==> src/rtl/core/tdc_pkg.sv <==
// shared types, constants and helpers of the time and date counter
package tdc_pkg;

  // field widths
  localparam int unsigned SEC_W  = 6;
  localparam int unsigned MIN_W  = 6;
  localparam int unsigned HOUR_W = 5;
  localparam int unsigned DAY_W  = 5;
  localparam int unsigned MON_W  = 4;
  localparam int unsigned YEAR_W = 14;
  // year modulo 100 and century modulo 4
  localparam int unsigned YMOD_W = 7;
  localparam int unsigned CENT_W = 2;

  // counter limits
  localparam logic [SEC_W-1:0]  SEC_LAST   = 6'd59;
  localparam logic [MIN_W-1:0]  MIN_LAST   = 6'd59;
  localparam logic [HOUR_W-1:0] HOUR_LAST  = 5'd23;
  localparam logic [MON_W-1:0]  MON_FIRST  = 4'd1;
  localparam logic [MON_W-1:0]  MON_FEB    = 4'd2;
  localparam logic [MON_W-1:0]  MON_APR    = 4'd4;
  localparam logic [MON_W-1:0]  MON_JUN    = 4'd6;
  localparam logic [MON_W-1:0]  MON_SEP    = 4'd9;
  localparam logic [MON_W-1:0]  MON_NOV    = 4'd11;
  localparam logic [MON_W-1:0]  MON_LAST   = 4'd12;
  localparam logic [DAY_W-1:0]  DAY_FIRST  = 5'd1;
  localparam logic [DAY_W-1:0]  DAY_31     = 5'd31;
  localparam logic [DAY_W-1:0]  DAY_30     = 5'd30;
  localparam logic [DAY_W-1:0]  DAY_29     = 5'd29;
  localparam logic [DAY_W-1:0]  DAY_28     = 5'd28;
  localparam logic [YEAR_W-1:0] YEAR_LAST  = 14'd9999;
  localparam logic [YMOD_W-1:0] YMOD_LAST  = 7'd99;

  // y / 100 as (y * 5243) >> 19, exact for y up to 9999
  localparam int unsigned RECIP_W     = 13;
  localparam logic [RECIP_W-1:0] RECIP_100 = 13'd5243;
  localparam int unsigned RECIP_SHIFT = 19;
  localparam logic [YEAR_W-1:0] CENTURY  = 14'd100;

  // item codes
  typedef enum logic {
    OP_TICK = 1'b0,
    OP_LOAD = 1'b1
  } tdc_op_e;

  // one input item
  typedef struct packed {
    tdc_op_e             opcode;
    logic [YEAR_W-1:0]   load_year;
    logic [MON_W-1:0]    load_month;
    logic [DAY_W-1:0]    load_day;
    logic [HOUR_W-1:0]   load_hour;
    logic [MIN_W-1:0]    load_minute;
    logic [SEC_W-1:0]    load_second;
  } tdc_in_t;

  // counter state, with the year kept split for the leap rule
  typedef struct packed {
    logic [YEAR_W-1:0]   year;
    logic [YMOD_W-1:0]   ymod;
    logic [CENT_W-1:0]   cent;
    logic [MON_W-1:0]    month;
    logic [DAY_W-1:0]    day;
    logic [HOUR_W-1:0]   hour;
    logic [MIN_W-1:0]    minute;
    logic [SEC_W-1:0]    second;
  } tdc_state_t;

  // status flags of one item
  typedef struct packed {
    logic day_rolled;
    logic load_error;
  } tdc_flags_t;

  // one result item
  typedef struct packed {
    logic [YEAR_W-1:0]   cur_year;
    logic [MON_W-1:0]    cur_month;
    logic [DAY_W-1:0]    cur_day;
    logic [HOUR_W-1:0]   cur_hour;
    logic [MIN_W-1:0]    cur_minute;
    logic [SEC_W-1:0]    cur_second;
    tdc_flags_t          flags;
  } tdc_res_t;

  // days in a month for a given leap flag
  function automatic logic [DAY_W-1:0] month_len(input logic [MON_W-1:0] month,
                                                 input logic leap);
    logic [DAY_W-1:0] len;
    case (month)
      MON_APR, MON_JUN, MON_SEP, MON_NOV: len = DAY_30;
      MON_FEB:                            len = leap ? DAY_29 : DAY_28;
      default:                            len = DAY_31;
    endcase
    return len;
  endfunction

endpackage

==> src/rtl/core/tdc_in_if.sv <==
// input channel of the time and date counter
interface tdc_in_if;
  import tdc_pkg::*;

  logic              valid;
  logic              ready;
  logic              opcode;
  logic [YEAR_W-1:0] load_year;
  logic [MON_W-1:0]  load_month;
  logic [DAY_W-1:0]  load_day;
  logic [HOUR_W-1:0] load_hour;
  logic [MIN_W-1:0]  load_minute;
  logic [SEC_W-1:0]  load_second;

  modport source (
    output valid, opcode, load_year, load_month, load_day, load_hour,
           load_minute, load_second,
    input  ready
  );

  modport sink (
    input  valid, opcode, load_year, load_month, load_day, load_hour,
           load_minute, load_second,
    output ready
  );
endinterface

==> src/rtl/core/tdc_out_if.sv <==
// result channel of the time and date counter
interface tdc_out_if;
  import tdc_pkg::*;

  logic              valid;
  logic              ready;
  logic [YEAR_W-1:0] cur_year;
  logic [MON_W-1:0]  cur_month;
  logic [DAY_W-1:0]  cur_day;
  logic [HOUR_W-1:0] cur_hour;
  logic [MIN_W-1:0]  cur_minute;
  logic [SEC_W-1:0]  cur_second;
  logic              day_rolled;
  logic              load_error;

  modport source (
    output valid, cur_year, cur_month, cur_day, cur_hour, cur_minute,
           cur_second, day_rolled, load_error,
    input  ready
  );

  modport sink (
    input  valid, cur_year, cur_month, cur_day, cur_hour, cur_minute,
           cur_second, day_rolled, load_error,
    output ready
  );
endinterface

==> src/rtl/core/tdc_year_split.sv <==
// splits a loaded year into year modulo 100 and century modulo 4
module tdc_year_split (
  input  logic [tdc_pkg::YEAR_W-1:0] year_i,
  output logic [tdc_pkg::YMOD_W-1:0] ymod_o,
  output logic [tdc_pkg::CENT_W-1:0] cent_o
);
  import tdc_pkg::*;

  localparam int unsigned PROD_W = YEAR_W + RECIP_W;

  logic [PROD_W-1:0] prod;
  logic [YMOD_W-1:0] quot;
  logic [YEAR_W-1:0] quot_x100;

  // quotient by reciprocal multiply, then remainder
  assign prod      = PROD_W'(year_i) * PROD_W'(RECIP_100);
  assign quot      = prod[RECIP_SHIFT +: YMOD_W];
  assign quot_x100 = YEAR_W'(quot) * CENTURY;
  assign ymod_o    = YMOD_W'(year_i - quot_x100);
  assign cent_o    = quot[CENT_W-1:0];
endmodule

==> src/rtl/core/tdc_step.sv <==
// next counter state and flags for one item
module tdc_step (
  input  tdc_pkg::tdc_state_t state_i,
  input  tdc_pkg::tdc_in_t    item_i,
  output tdc_pkg::tdc_state_t state_o,
  output tdc_pkg::tdc_flags_t flags_o
);
  import tdc_pkg::*;

  logic              sec_wrap, min_wrap, hour_wrap;
  logic              leap;
  logic [DAY_W-1:0]  mlen;
  logic [YEAR_W-1:0] ld_year;
  logic [YMOD_W-1:0] ld_ymod;
  logic [CENT_W-1:0] ld_cent;
  logic              bad_month, bad_day;

  // leap rule from the split year
  assign leap = (state_i.ymod != '0) ? (state_i.year[1:0] == 2'b00)
                                     : (state_i.cent == '0);
  assign mlen = month_len(state_i.month, leap);

  // carry chain of the tick
  assign sec_wrap  = state_i.second >= SEC_LAST;
  assign min_wrap  = sec_wrap && (state_i.minute >= MIN_LAST);
  assign hour_wrap = min_wrap && (state_i.hour >= HOUR_LAST);

  // load checks
  assign ld_year   = (item_i.load_year > YEAR_LAST) ? '0 : item_i.load_year;
  assign bad_month = (item_i.load_month == '0) || (item_i.load_month > MON_LAST);
  assign bad_day   = (item_i.load_day == '0);

  tdc_year_split u_split (
    .year_i (ld_year),
    .ymod_o (ld_ymod),
    .cent_o (ld_cent)
  );

  // next state
  always_comb begin
    state_o = state_i;
    flags_o = '0;
    if (item_i.opcode == OP_LOAD) begin
      state_o.year   = ld_year;
      state_o.ymod   = ld_ymod;
      state_o.cent   = ld_cent;
      state_o.month  = bad_month ? MON_FIRST : item_i.load_month;
      state_o.day    = bad_day ? DAY_FIRST : item_i.load_day;
      state_o.hour   = (item_i.load_hour > HOUR_LAST) ? '0 : item_i.load_hour;
      state_o.minute = (item_i.load_minute > MIN_LAST) ? '0 : item_i.load_minute;
      state_o.second = (item_i.load_second > SEC_LAST) ? '0 : item_i.load_second;
      flags_o.load_error = bad_month || bad_day;
    end else begin
      state_o.second = sec_wrap ? '0 : state_i.second + 1'b1;
      if (sec_wrap) begin
        state_o.minute = min_wrap ? '0 : state_i.minute + 1'b1;
      end
      if (min_wrap) begin
        state_o.hour = hour_wrap ? '0 : state_i.hour + 1'b1;
      end
      if (hour_wrap) begin
        flags_o.day_rolled = 1'b1;
        // date advance
        if (state_i.day < mlen) begin
          state_o.day = state_i.day + 1'b1;
        end else begin
          state_o.day = DAY_FIRST;
          if (state_i.month >= MON_LAST) begin
            state_o.month = MON_FIRST;
            if (state_i.year >= YEAR_LAST) begin
              state_o.year = '0;
              state_o.ymod = '0;
              state_o.cent = '0;
            end else begin
              state_o.year = state_i.year + 1'b1;
              if (state_i.ymod >= YMOD_LAST) begin
                state_o.ymod = '0;
                state_o.cent = state_i.cent + 1'b1;
              end else begin
                state_o.ymod = state_i.ymod + 1'b1;
              end
            end
          end else begin
            state_o.month = state_i.month + 1'b1;
          end
        end
      end
    end
  end
endmodule

==> src/rtl/core/time_and_date_counter_unit.sv <==
// top level of the time and date counter
// Time-of-day and Gregorian calendar counter. A tick item advances the time
// by one second, carrying through minutes and hours into the date; a load
// item sets date and time, clamping bad fields. Every item returns one result
// with the full date and time, a day-rollover flag and a load-error flag.
// The block takes one item per cycle while results are taken: an item is
// held in the input register, the counter update runs in a single pass of
// carry logic from there into the state and result registers, and a result
// is offered there until it is taken; a stalled result holds back new items.
// The loaded year is split for the leap rule by one small constant multiply
// on that same pass. There is no clearing pass after reset; the counters
// start at 00:00:00 on day 1 of month 1, year 0.
module time_and_date_counter_unit (
  input  logic       clk_i,
  input  logic       rst_ni,
  tdc_in_if.sink     in_i,
  tdc_out_if.source  out_o
);
  import tdc_pkg::*;

  tdc_in_t    item_q, item_d;
  logic       item_valid_q, item_valid_d;
  tdc_state_t state_q, state_d, state_next;
  tdc_flags_t flags_next;
  tdc_res_t   res_q, res_d;
  logic       res_valid_q, res_valid_d;
  logic       advance;

  // handshake: the input register drains into the result register
  assign advance    = item_valid_q && (!res_valid_q || out_o.ready);
  assign in_i.ready = !item_valid_q || advance;

  // input register
  always_comb begin
    item_d       = item_q;
    item_valid_d = item_valid_q;
    if (in_i.ready) begin
      item_valid_d = in_i.valid;
      if (in_i.valid) begin
        item_d.opcode      = tdc_op_e'(in_i.opcode);
        item_d.load_year   = in_i.load_year;
        item_d.load_month  = in_i.load_month;
        item_d.load_day    = in_i.load_day;
        item_d.load_hour   = in_i.load_hour;
        item_d.load_minute = in_i.load_minute;
        item_d.load_second = in_i.load_second;
      end
    end
  end

  tdc_step u_step (
    .state_i (state_q),
    .item_i  (item_q),
    .state_o (state_next),
    .flags_o (flags_next)
  );

  // state and result registers
  always_comb begin
    state_d     = state_q;
    res_d       = res_q;
    res_valid_d = res_valid_q;
    if (advance) begin
      state_d          = state_next;
      res_d.cur_year   = state_next.year;
      res_d.cur_month  = state_next.month;
      res_d.cur_day    = state_next.day;
      res_d.cur_hour   = state_next.hour;
      res_d.cur_minute = state_next.minute;
      res_d.cur_second = state_next.second;
      res_d.flags      = flags_next;
      res_valid_d      = 1'b1;
    end else if (out_o.ready) begin
      res_valid_d = 1'b0;
    end
  end

  // control and counter registers
  always_ff @(posedge clk_i or negedge rst_ni) begin
    if (!rst_ni) begin
      item_valid_q <= 1'b0;
      res_valid_q  <= 1'b0;
      state_q      <= '{month: MON_FIRST, day: DAY_FIRST, default: '0};
    end else begin
      item_valid_q <= item_valid_d;
      res_valid_q  <= res_valid_d;
      state_q      <= state_d;
    end
  end

  // payload registers
  always_ff @(posedge clk_i) begin
    item_q <= item_d;
    res_q  <= res_d;
  end

  assign out_o.valid      = res_valid_q;
  assign out_o.cur_year   = res_q.cur_year;
  assign out_o.cur_month  = res_q.cur_month;
  assign out_o.cur_day    = res_q.cur_day;
  assign out_o.cur_hour   = res_q.cur_hour;
  assign out_o.cur_minute = res_q.cur_minute;
  assign out_o.cur_second = res_q.cur_second;
  assign out_o.day_rolled = res_q.flags.day_rolled;
  assign out_o.load_error = res_q.flags.load_error;

  // time counters stay in range
  a_time_range: assert property (@(posedge clk_i) disable iff (!rst_ni)
    (state_q.hour <= HOUR_LAST) && (state_q.minute <= MIN_LAST) &&
    (state_q.second <= SEC_LAST))
    else $error("time counter out of range");

  // date counters stay in range
  a_date_range: assert property (@(posedge clk_i) disable iff (!rst_ni)
    (state_q.month >= MON_FIRST) && (state_q.month <= MON_LAST) &&
    (state_q.day >= DAY_FIRST) && (state_q.year <= YEAR_LAST))
    else $error("date counter out of range");

  // split year tracks the year
  a_year_split: assert property (@(posedge clk_i) disable iff (!rst_ni)
    (32'(state_q.ymod) == 32'(state_q.year) % 100) &&
    (32'(state_q.cent) == (32'(state_q.year) / 100) % 4))
    else $error("split year out of step with year");

  // full pipe with a stalled result takes no new item
  a_stall_blocks: assert property (@(posedge clk_i) disable iff (!rst_ni)
    (res_valid_q && !out_o.ready && item_valid_q) |-> !in_i.ready)
    else $error("item accepted while pipe is stalled");

  // a day rollover always lands on midnight
  a_roll_midnight: assert property (@(posedge clk_i) disable iff (!rst_ni)
    (res_valid_q && res_q.flags.day_rolled) |->
      ((res_q.cur_hour == '0) && (res_q.cur_minute == '0) &&
       (res_q.cur_second == '0) && !res_q.flags.load_error))
    else $error("day rollover away from midnight");
endmodule
==> src/flat_wrapper.sv <==
// flat-port wrapper written by rule: the top's interface ports become plain ports
module time_and_date_counter_unit_flat import tdc_pkg::*;
  (clk_i, rst_ni, in_i_valid, in_i_opcode, in_i_load_year, in_i_load_month, in_i_load_day, in_i_load_hour, in_i_load_minute, in_i_load_second, in_i_ready, out_o_valid, out_o_cur_year, out_o_cur_month, out_o_cur_day, out_o_cur_hour, out_o_cur_minute, out_o_cur_second, out_o_day_rolled, out_o_load_error, out_o_ready);
  tdc_in_if in_i_i ();
  tdc_out_if out_o_i ();
  input  logic clk_i;
  input  logic rst_ni;
  input wire logic [$bits(in_i_i.valid)-1:0] in_i_valid;
  input wire logic [$bits(in_i_i.opcode)-1:0] in_i_opcode;
  input wire logic [$bits(in_i_i.load_year)-1:0] in_i_load_year;
  input wire logic [$bits(in_i_i.load_month)-1:0] in_i_load_month;
  input wire logic [$bits(in_i_i.load_day)-1:0] in_i_load_day;
  input wire logic [$bits(in_i_i.load_hour)-1:0] in_i_load_hour;
  input wire logic [$bits(in_i_i.load_minute)-1:0] in_i_load_minute;
  input wire logic [$bits(in_i_i.load_second)-1:0] in_i_load_second;
  output wire logic [$bits(in_i_i.ready)-1:0] in_i_ready;
  output wire logic [$bits(out_o_i.valid)-1:0] out_o_valid;
  output wire logic [$bits(out_o_i.cur_year)-1:0] out_o_cur_year;
  output wire logic [$bits(out_o_i.cur_month)-1:0] out_o_cur_month;
  output wire logic [$bits(out_o_i.cur_day)-1:0] out_o_cur_day;
  output wire logic [$bits(out_o_i.cur_hour)-1:0] out_o_cur_hour;
  output wire logic [$bits(out_o_i.cur_minute)-1:0] out_o_cur_minute;
  output wire logic [$bits(out_o_i.cur_second)-1:0] out_o_cur_second;
  output wire logic [$bits(out_o_i.day_rolled)-1:0] out_o_day_rolled;
  output wire logic [$bits(out_o_i.load_error)-1:0] out_o_load_error;
  input wire logic [$bits(out_o_i.ready)-1:0] out_o_ready;
  assign in_i_i.valid = in_i_valid;
  assign in_i_i.opcode = in_i_opcode;
  assign in_i_i.load_year = in_i_load_year;
  assign in_i_i.load_month = in_i_load_month;
  assign in_i_i.load_day = in_i_load_day;
  assign in_i_i.load_hour = in_i_load_hour;
  assign in_i_i.load_minute = in_i_load_minute;
  assign in_i_i.load_second = in_i_load_second;
  assign in_i_ready = in_i_i.ready;
  assign out_o_valid = out_o_i.valid;
  assign out_o_cur_year = out_o_i.cur_year;
  assign out_o_cur_month = out_o_i.cur_month;
  assign out_o_cur_day = out_o_i.cur_day;
  assign out_o_cur_hour = out_o_i.cur_hour;
  assign out_o_cur_minute = out_o_i.cur_minute;
  assign out_o_cur_second = out_o_i.cur_second;
  assign out_o_day_rolled = out_o_i.day_rolled;
  assign out_o_load_error = out_o_i.load_error;
  assign out_o_i.ready = out_o_ready;
  time_and_date_counter_unit u_core (.clk_i(clk_i), .rst_ni(rst_ni), .in_i(in_i_i), .out_o(out_o_i));
endmodule
==> config.mk <==
export PLATFORM = sky130hd
export DESIGN_NAME = time_and_date_counter_unit_flat
export DESIGN_NICKNAME = d
export VERILOG_FILES = /design/src/rtl/core/tdc_pkg.sv /design/src/rtl/core/tdc_in_if.sv /design/src/rtl/core/tdc_out_if.sv /design/src/rtl/core/tdc_year_split.sv /design/src/rtl/core/tdc_step.sv /design/src/rtl/core/time_and_date_counter_unit.sv /design/src/flat_wrapper.sv
export SDC_FILE = /design/constraint.sdc
export NUM_CORES = 1
export LEC_CHECK = 0
export BUFFER_PORTS_ARGS = -buffer_cell sky130_fd_sc_hd__buf_2
export CORE_ASPECT_RATIO = 2
export CORE_MARGIN = 1.5
export CORE_UTILIZATION = 55
export DETAILED_ROUTE_END_ITERATION = 8
export PLACE_DENSITY = 0.75
export SETUP_SLACK_MARGIN = 0.2
export SLEW_MARGIN = 15
export SYNTH_ARGS = -nofsm -noshare
export SYNTH_HDL_FRONTEND = slang
export SYNTH_SLANG_ARGS = --single-unit
==> constraint.sdc <==
create_clock -name clk_i -period 11.88 [get_ports clk_i]
set_clock_uncertainty 0.15 [all_clocks]
set_input_delay 0.594 -clock clk_i [delete_from_list [all_inputs] [get_ports clk_i]]
set_output_delay 0.594 -clock clk_i [all_outputs]
set_load 0.02 [all_outputs]
# Word level (Yosys, flattened, before mapping)
# Cells that the tools add are included.
# totals
regBits	134
in_bits	45
output_inout_bits	44
wordCells	102
# classes
n_addsub	9
multipliers	2
magnitude_cmp	12
n_eq_ne	6
muxes	26
reduce_logical	22
# ops
cell	n
49-bit 2-to-1 mux	1
23-bit 2-to-1 mux	2
32-bit 2-to-1 mux	1
6-bit 2-to-1 mux	5
27-bit 2-to-1 mux	1
14-bit by 13-bit multiplier with 26-bit output, second input constant	1
5-bit 2-to-1 mux	5
14-bit by 1-bit adder with 14-bit output, second input constant	1
14-bit >= comparator, second input constant	1
14-bit > comparator, second input constant	1
14-bit 2-to-1 mux	1
6-bit by 1-bit adder with 6-bit output, second input constant	2
6-bit >= comparator, second input constant	2
6-bit > comparator, second input constant	2
5-bit by 1-bit adder with 5-bit output, second input constant	2
4-bit by 3-bit == test with 1-bit output, second input constant	2
4-bit == test, second input constant	2
4-bit 2-to-1 mux	2
7-bit by 1-bit adder with 7-bit output, second input constant	1
7-bit >= comparator, second input constant	1
7-bit by 5-bit multiplier with 5-bit output, second input constant	1
7-bit 2-to-1 mux	1
7-bit nonzero test	1
7-bit subtractor	1
24 further kinds	37

# Longest topological paths before layout
# Gate-level depths: netlist (run 1).
# logic_depth
ltp_word	8
ltp_mapped	32

# Modules after synthesis
# From an unflattened synthesis (run 1), not the netlist that was laid out.
# hier_totals
cells_unflattened	868
area_unflattened_um2	9964.6
# by_module_without_submodules
module	instances	cells_per_inst	area_each_um2	seq_area_each_um2
time_and_date_counter_unit	1	195	4618.2	3771.1
tdc_year_split	1	330	3243.1	0.0
tdc_step	1	343	2103.3	0.0

# Least setup slack after synthesis (run 1)
# OpenSTA, ideal clock, no wires.
# synth_path
path_kind	register to register
from	reg u_core.item_q[32] (netlist name)
to	reg u_core.state_q[34] (netlist name)
arrival_time_ps	7200
t_required_ps	11626
path_slack_ps	4426
stages_incl_launch_ff	30
path_buffers	2
cell_sequence	edfxtp_1 clkbuf_1 nor4_1 o21ai_1 nand2_1 clkbuf_1 and2_1 ha_1 fa_1 fa_1 inv_1 fa_1 fa_1 inv_1 ha_1 a21oi_1 a21oi_1 a2111oi_0 o21ai_0 a41o_1 xor2_1 ha_1 inv_1 ha_1 a21oi_1 xnor2_1 xnor2_1 xnor2_1 xnor3_1 o311ai_1
# synth_between
elab_chain_cells	6
# synth_rtl
element	line_no	text
from (decl)	time_and_date_counter_unit.sv:21	tdc_in_t item_q, item_d;
from (signal assigned)	time_and_date_counter_unit.sv:93	item_q <= item_d;
14-bit > comparator	tdc_step.sv:29	assign ld_year = (item_i.load_year > YEAR_LAST) ? '0 : item_i.load_year;
14-bit 2-to-1 mux (*)	tdc_step.sv:29	
14-bit by 13-bit multiplier with 26-bit output	tdc_year_split.sv:16	assign prod = PROD_W'(year_i) * PROD_W'(RECIP_100);
7-bit by 5-bit multiplier with 5-bit output	tdc_year_split.sv:18	assign quot_x100 = YEAR_W'(quot) * CENTURY;
7-bit subtractor (*)	tdc_year_split.sv:19	assign ymod_o = YMOD_W'(year_i - quot_x100);
49-bit 2-to-1 mux (*)	tdc_step.sv:43	if (item_i.opcode == OP_LOAD) begin
to (signal assigned)	time_and_date_counter_unit.sv:87	state_q <= state_d;
to (decl)	time_and_date_counter_unit.sv:23	tdc_state_t state_q, state_d, state_next;
# Every way passes the cells marked *; elsewhere a longest branch is shown, timed or not.
# A chain may end at the register's enable or synchronous reset.

# Worst setup path in the final report (run 1)
# Same ends and word-level chain as after synthesis.

==> metrics.txt, run 1 <==
run status=complete, no violations; Slew headroom=between 20% and 30%; synthesized area=approximately 9600 um^2; CP startpoint kind=register; GRT overflow=0; via/cell ratio=between 5 and 6; Routability Congestion=0.936; area occupied by multi-input gates=5200 um^2; area grow syn2layout=13.5%; power per cell area=around 210 nW/um^2; Root Driver=clkbuf_16; die area=18,200 um^2; Slew Viols, Final=0; Num CTS Buffers=17; Syn Nets=approximately 1,100; flop2flop setup slack=3.46 ns; Die Span Y=between 150 and 200 um; Synth Register Bits=134; largest net degree at the start of global routing=between 70 and 80; commonest cells after routing, fill and taps aside=inv_1, ha_1, nand2_1; critical path class=reg -> reg; CP required=between 10 and 15 ns; post-CTS setup buffers=0; GR Util All Layers=about 27%; RSZ-0062 raised after global routing=no; Die W=approximately 96 um; Final Non-Filler Cells=between 1,000 and 1,500; period utilization=about 71%; leakage power=about 5.2 nW; DR iter-0 viols=around 360; ANT cells=0; CP max FO=17; worst-skew pair later-pin latency=approximately 0.42 ns; commonest non-fill, non-tap cell in the layout=inv_1; Reg clk slew, reported paths=roughly 0.060 ns; Mapped Cells=approximately 890; initial antenna violation count=0; cts hold-fix bufs=0; Tmin final=around 8.4 ns; Nets=1,193; DPL Wire Length=17.7 mm; # resized after CTS=0; Max Cap Violations=0; dpl cells=about 1,200; CP Capture Type=register; Ports=~90; slowest stage delay, CP=approximately 0.55 ns; Synth cell types=70; Bufs on Longest Clock Path=2; Antenna Nets Post-Route=0; Reg area=~3800 um^2; routed vias=between 7,000 and 8,000; first-pass iteration count of the detailed router=5; Final TNS setup=0 ns; fmax=roughly 120 MHz; prevailing post-synth register cell=edfxtp_1; worst slew pin tran=about 1.1 ns; share of cells above drive strength 1=about 16%; hold violation count in the final report=0; vias in the first global route=7,467; number of port buffers=around 90; Peak VDD IR=between 0.1 and 0.15 mV; final WL=about 23 mm; row count=68; htree depth=4; Post-synth EDFFs=83; critical path's slowest cell=fa_1; YS warnings=0; layout filler cell count=1,389; Starting Density=between 50% and 60%; drt wl/cell=around 19 um; # setup viols final=0; post-synthesis async set-or-reset flop share=between 30% and 40%; Avg Cell Area, Syn=approximately 11 um^2; CTS Sinks=about 130; Core Region=17,200 um^2; Seq/Total Area, Yosys=39.4%; WP data arrival=about 8.6 ns; TritonCTS clock tree=built; HP Class=in -> async; # DRC=0; first-pass GRT wire length=between 30 and 40 mm
==> Yosys cell counts, drive strengths merged, types with 5 or more instances <==
library cell / instances / area [um^2]
inv: 133 / 499
ha: 107 / 1340
nand2: 99 / 372
edfxtp: 83 / 2490
fa: 60 / 1200
o21ai: 50 / 254
dfrtp: 49 / 1230
a21oi: 33 / 165
nor2: 27 / 101
nand3: 25 / 125
xnor2: 22 / 193
mux2: 19 / 214
clkbuf: 13 / 48.8
nor3: 13 / 76.3
buf: 12 / 55.1
xor2: 12 / 105
and3: 11 / 68.8
a21o: 10 / 75.1
and2: 9 / 56.3
nand4: 9 / 56.3
o31ai: 8 / 60.1
a31oi: 6 / 37.5
nand2b: 5 / 31.3
nor2b: 5 / 31.3
nor4: 5 / 31.3
==> metal layers <==
layer  track usage (%)  share of wire (%)  vias up
met2              50.2                 56      248
met3              3.60                3.6       93
li1                  -                  -     3268
met4              19.0                7.1        0
met1              26.0                 33     3463
met5                 0                  0        -
==> where the power goes <==
group / leakage [nW] / switching, W / total [W] / internal (W)
Sequential: 1.44 / 0.0000752 / 0.000657 / 0.000581
Combinational: 3.41 / 0.000542 / 0.000983 / 0.000441
Clock: 0.318 / 0.000207 / 0.000591 / 0.000384
==> layout make-up <==
cell class / instances / share of cell area [%]
Clock inverter: 12 / 1.82
Multi-Input combinational cell: 602 / 47.8
Sequential cell: 134 / 34.7
Timing Repair Buffer: 93 / 4.40
Inverter: 133 / 4.60
Clock buffer: 20 / 4.20
Tap cell: 210 / 2.42
==> stage by stage <==
stage	utilization, %	area (um^2)	hold slack (ns)	power (W)	worst slack (ns)
2_1_floorplan	-	9570	0.148	0.00137	4.43
4_1_cts	63.2	10900	0.176	0.00223	3.43
5_1_grt	63.2	10900	0.181	0.00239	2.96
6_report	63.2	10900	0.154	0.00223	3.46
3_5_place_dp	59.4	10200	0.341	0.00164	3.45
3_3_place_gp	59.4	10200	0.335	0.00161	3.59
==> worst paths after layout <==
path,cells after the start,end,from
worst max-delay path,29,u_core.state_q[34],u_core.item_q[32]
worst min register to register,1,u_core.out_o.valid,u_core.item_valid_q
max in group asynchronous,2,u_core.state_q[16],rst_ni
worst max register to register,29,u_core.state_q[34],u_core.item_q[32]
worst min-delay path,2,u_core.state_q[0],rst_ni
min in group clk_i,1,u_core.item_q[12],in_i_load_hour[0]
==> state kept, by name (all words and copies together) (netlist names) <==
signal and flops:
u_core.out_o.day_rolled 1, u_core.out_o.cur_second 6, u_core.out_o.cur_year 14, u_core.item_q 41, u_core.item_valid_q 1, u_core.out_o.cur_month 4
u_core.state_q 49, u_core.out_o.load_error 1, u_core.out_o.cur_hour 5, u_core.out_o.cur_day 5, u_core.out_o.valid 1, u_core.out_o.cur_minute 6
==> critical path: cells and delay by family, from the launching register on <==
family	cells	cell delay (ns)
buf+inv	4	0.43
flops	1	0.52
simple gates	3	1.08
fa+ha+maj	8	2.94
xor+xnor	6	1.37
compound gates	8	1.83
==> kinds of logic after synthesis <==
| logic type | after synthesis | share of synthesized area (%) |
|---|---|---|
| AOI/OAI and AO/OA | 152 | 10.4 |
| xor gates and xnor gates | 35 | 3.35 |
| adders and majority gates | 167 | 26.5 |
| buffers and inverters | 158 | 6.30 |
| DFF | 134 | 39.4 |
| muxes | 23 | 2.65 |
| and+or+nand+nor | 225 | 11.3 |
Note: power is estimated with default switching activity, not from simulation.
==> run 2: changes to the inputs <==
--- a/config.mk
+++ b/config.mk
@@ -5,12 +5,13 @@
 export SDC_FILE = /design/constraint.sdc
 export NUM_CORES = 1
 export LEC_CHECK = 0
+export ABC_AREA = 1
 export BUFFER_PORTS_ARGS = -buffer_cell sky130_fd_sc_hd__buf_2
 export CORE_ASPECT_RATIO = 2
 export CORE_MARGIN = 1.5
 export CORE_UTILIZATION = 55
 export DETAILED_ROUTE_END_ITERATION = 8
-export PLACE_DENSITY = 0.75
+export PLACE_DENSITY = 0.77
 export SETUP_SLACK_MARGIN = 0.2
 export SLEW_MARGIN = 15
 export SYNTH_ARGS = -nofsm -noshare
==> constraint.sdc (replaced) <==
create_clock -name clk_i -period 6.85 [get_ports clk_i]
set_clock_uncertainty 0.15 [all_clocks]
set_input_delay 0.3425 -clock clk_i [delete_from_list [all_inputs] [get_ports clk_i]]
set_output_delay 0.3425 -clock clk_i [all_outputs]
set_load 0.02 [all_outputs]
==> run 2 against run 1 <==
  * Synthesized cell count grew 30%
  * Sequential share of layout area down 4.8 points
  * Maximum frequency is 27% higher
  * Core utilization grew 5.7 points
  * Clock power up 50%
  * Routed wire length grew 19%
  * Sequential power rose by 80%
  * Critical endpoint unchanged
  * Final cell count rose by 31%
  * First-iteration DRC count rose by 33%
==> metrics.txt, run 2 <==
run status=complete, no violations; Net Sw Frac=about 44%; Avg Cell Area, Syn=8.87 um^2; Seq/Total Area, Yosys=36.5%; critical path's slowest cell=fa_1; leakage power=approximately 6.3 nW; initial antenna violation count=0; Gate power share=between 60% and 70%; Synth Register Bits=between 100 and 150; crit-path most repeated cell=nand3_1; period utilization=a little over nine tenths; largest reg by FF count=u_core.state_q; first-pass GRT wire length=roughly 43 mm; hold violation count in the final report=0; die area=between 15,000 and 20,000 um^2; number of port buffers=88; Core Region=18,300 um^2; max reg flops=between 40 and 50; DR iter-0 viols=roughly 480; Num CTS Buffers=17; Routability Congestion=0.915; CTS Sinks=roughly 130; CP startpoint kind=register; vias in the first global route=around 9,000; Reg clk slew, reported paths=~0.060 ns; final WL=around 28 mm; ANT cells=0; slowest stage delay, CP=roughly 0.54 ns; post-synthesis async set-or-reset flop share=between 30% and 40%; final core utilization=about 69%; Tmin final=6.64 ns; critical path class=reg -> reg; CP required=between 7 and 8 ns; Post-synth top cells=nand2_1, inv_1, ha_1; Post-synth EDFFs=83; largest cells by area after synthesis=edfxtp_1, ha_1, dfrtp_1, fa_1, nand2_1; count leader, synth=nand2_1; fmax=151 MHz; TritonCTS clock tree=built; Antenna Nets Post-Route=0; # setup viols final=0; top cell type's share of synthesized area=around 24%; Slew Viols, Final=0; Sequential Power Share=between 20% and 30%; GR Util All Layers=about 29%; pre-CTS setup slack=-0.0445 ns; Synth area leader=edfxtp_1; synthesized area=approximately 10,000 um^2; Nets=about 1,600; Max Cap Violations=0; # DRC=0; clock share of power=17.1%; Power Total=between 0.005 and 0.006 W; Slew headroom=28.1%; Syn Nets=1,376; post-placement cell area=approximately 11,000 um^2; prevailing post-synth register cell=edfxtp_1; Synth cell types=55; HP Class=in -> reg; first-pass iteration count of the detailed router=6; PnR worst setup slack=~0.21 ns; YS warnings=0; worst-skew pair later-pin latency=about 0.42 ns; CP Capture Type=register; largest net degree at the start of global routing=92; post-route cell area=12,600 um^2; Root Driver=clkbuf_16; Die Span Y=about 200 um; Mapped Cells=roughly 1,200; worst slew pin tran=between 1 and 1.5 ns; CP max FO=6; commonest non-fill, non-tap cell in the layout=nand2_1; Bufs on Longest Clock Path=2; routed vias=a little under 9,000; Final TNS setup=0 ns; share of cells above drive strength 1=approximately a fifth; GRT overflow=0; Switch Pwr=between 0.002 and 0.0025 W; row count=70; drt wl/cell=approximately 18 um; DPL Wire Length=approximately 20 mm; WP data arrival=6.84 ns; htree depth=4; Ports=89; RSZ-0062 raised after global routing=yes; commonest cells after routing, fill and taps aside=nand2_1, inv_1, ha_1; Die W=approximately 100 um; P_int=0.00290 W; via/cell ratio=~5.5; Peak VDD IR=between 0.3 and 0.4 mV; power per cell area=411 nW/um^2; Starting Density=between 50% and 60%; area grow syn2layout=22.1%
==> run 2: changes by cell type in the layout (fill, tap and decap cells not counted), moves of 10 or more <==
cell	previous run	this run
inv_1	132	213
and3_1	11	0
nor2_1	27	52
inv_2	1	14
nand3_1	25	67
nand2_1	99	266
xnor2_1	22	3
dlygate4sd3_1	0	41
buf_4	5	49
o21ai_1	8	18
ha_4	0	11
a21oi_1	33	19
mux2_2	19	0
ha_1	107	95
==> run 2: final timing paths <==
check | from | end | slack (ns) | depth (start not counted)
setup reg to reg | u_core.item_q[32] | u_core.state_q[34] | 0.21 | 38
min in group asynchronous | rst_ni | u_core.state_q[25] | 0.43 | 3
hold / removal | in_i_load_year[6] | u_core.item_q[32] | 0.005 | 1
hold reg to reg | u_core.state_q[38] | u_core.state_q[38] | 0.35 | 2
max in group asynchronous | rst_ni | u_core.out_o.valid | 5.61 | 3
setup / recovery | u_core.item_q[32] | u_core.state_q[34] | 0.21 | 38
==> run 2: cell families (layout without fill, tap and decap cells) <==
family          after synthesis  count (layout)  synth area share, %
xor+xnor                     21              21                 2.06
simple gates                458             458                 19.8
buf+inv                     257             450                 9.77
compound gates              127             127                 7.23
flops                       134             134                 36.5
fa+ha+maj                   167             167                 24.6
==> run 2: per-stage QoR <==
stage,std cells,hold slack (ns)
3_3_place_gp,1479,0.338
3_5_place_dp,1479,0.337
2_1_floorplan,1164,-0.103
5_1_grt,1573,0.00889
4_1_cts,1558,0.00683
6_report,1573,0.00492
==> run 2: routing by layer <==
layer	global-route usage (%)	vias to the layer above	wire length [um]
li1	-	4112	-
met2	55.6	284	15700
met1	27.3	4179	9170
met3	2.84	113	745
met5	0	-	0
met4	20.1	0	2030
==> run 2: final cells by class <==
type,count,area (um^2)
clock buffers,18,429
multi-input cells,773,5820
fillers,1356,5690
repair buffers,182,1280
flip-flops and latches,134,3770
clock inverters,14,135
inverters,236,905
well taps,216,270
==> run 2: power by group through the flow <==
stage,Sequential [W],Clock (W),Combinational [W]
after global placement,0.00118,0,0.00268
final,0.00118,0.000885,0.00312
after CTS,0.00117,0.000884,0.00298
after global routing,0.00120,0.000921,0.00348
after floorplan,0.00121,0,0.00201
after detailed placement,0.00119,0,0.00276
==> run 2: repair_timing <==
| item | CTS | global route |
|---|---|---|
| pin swaps | 22 | 17 |
| setup buffers | 7 | 14 |
| setup endpoints to repair | 1 | 2 |
| hold endpoints to repair | 88 | 1 |
| hold buffers | 40 | 1 |
| gates resized for setup | 25 | 22 |
==> run 2: critical path: cells and delay by family, from the launching register on <==
| kind | cells | cell delay, ns |
|---|---|---|
| and+or+nand+nor | 18 | 1.72 |
| AOI/OAI and AO/OA | 4 | 0.50 |
| xor gates and xnor gates | 2 | 0.35 |
| buffers and inverters | 6 | 0.56 |
| adders and majority gates | 8 | 2.90 |
| DFF | 1 | 0.40 |
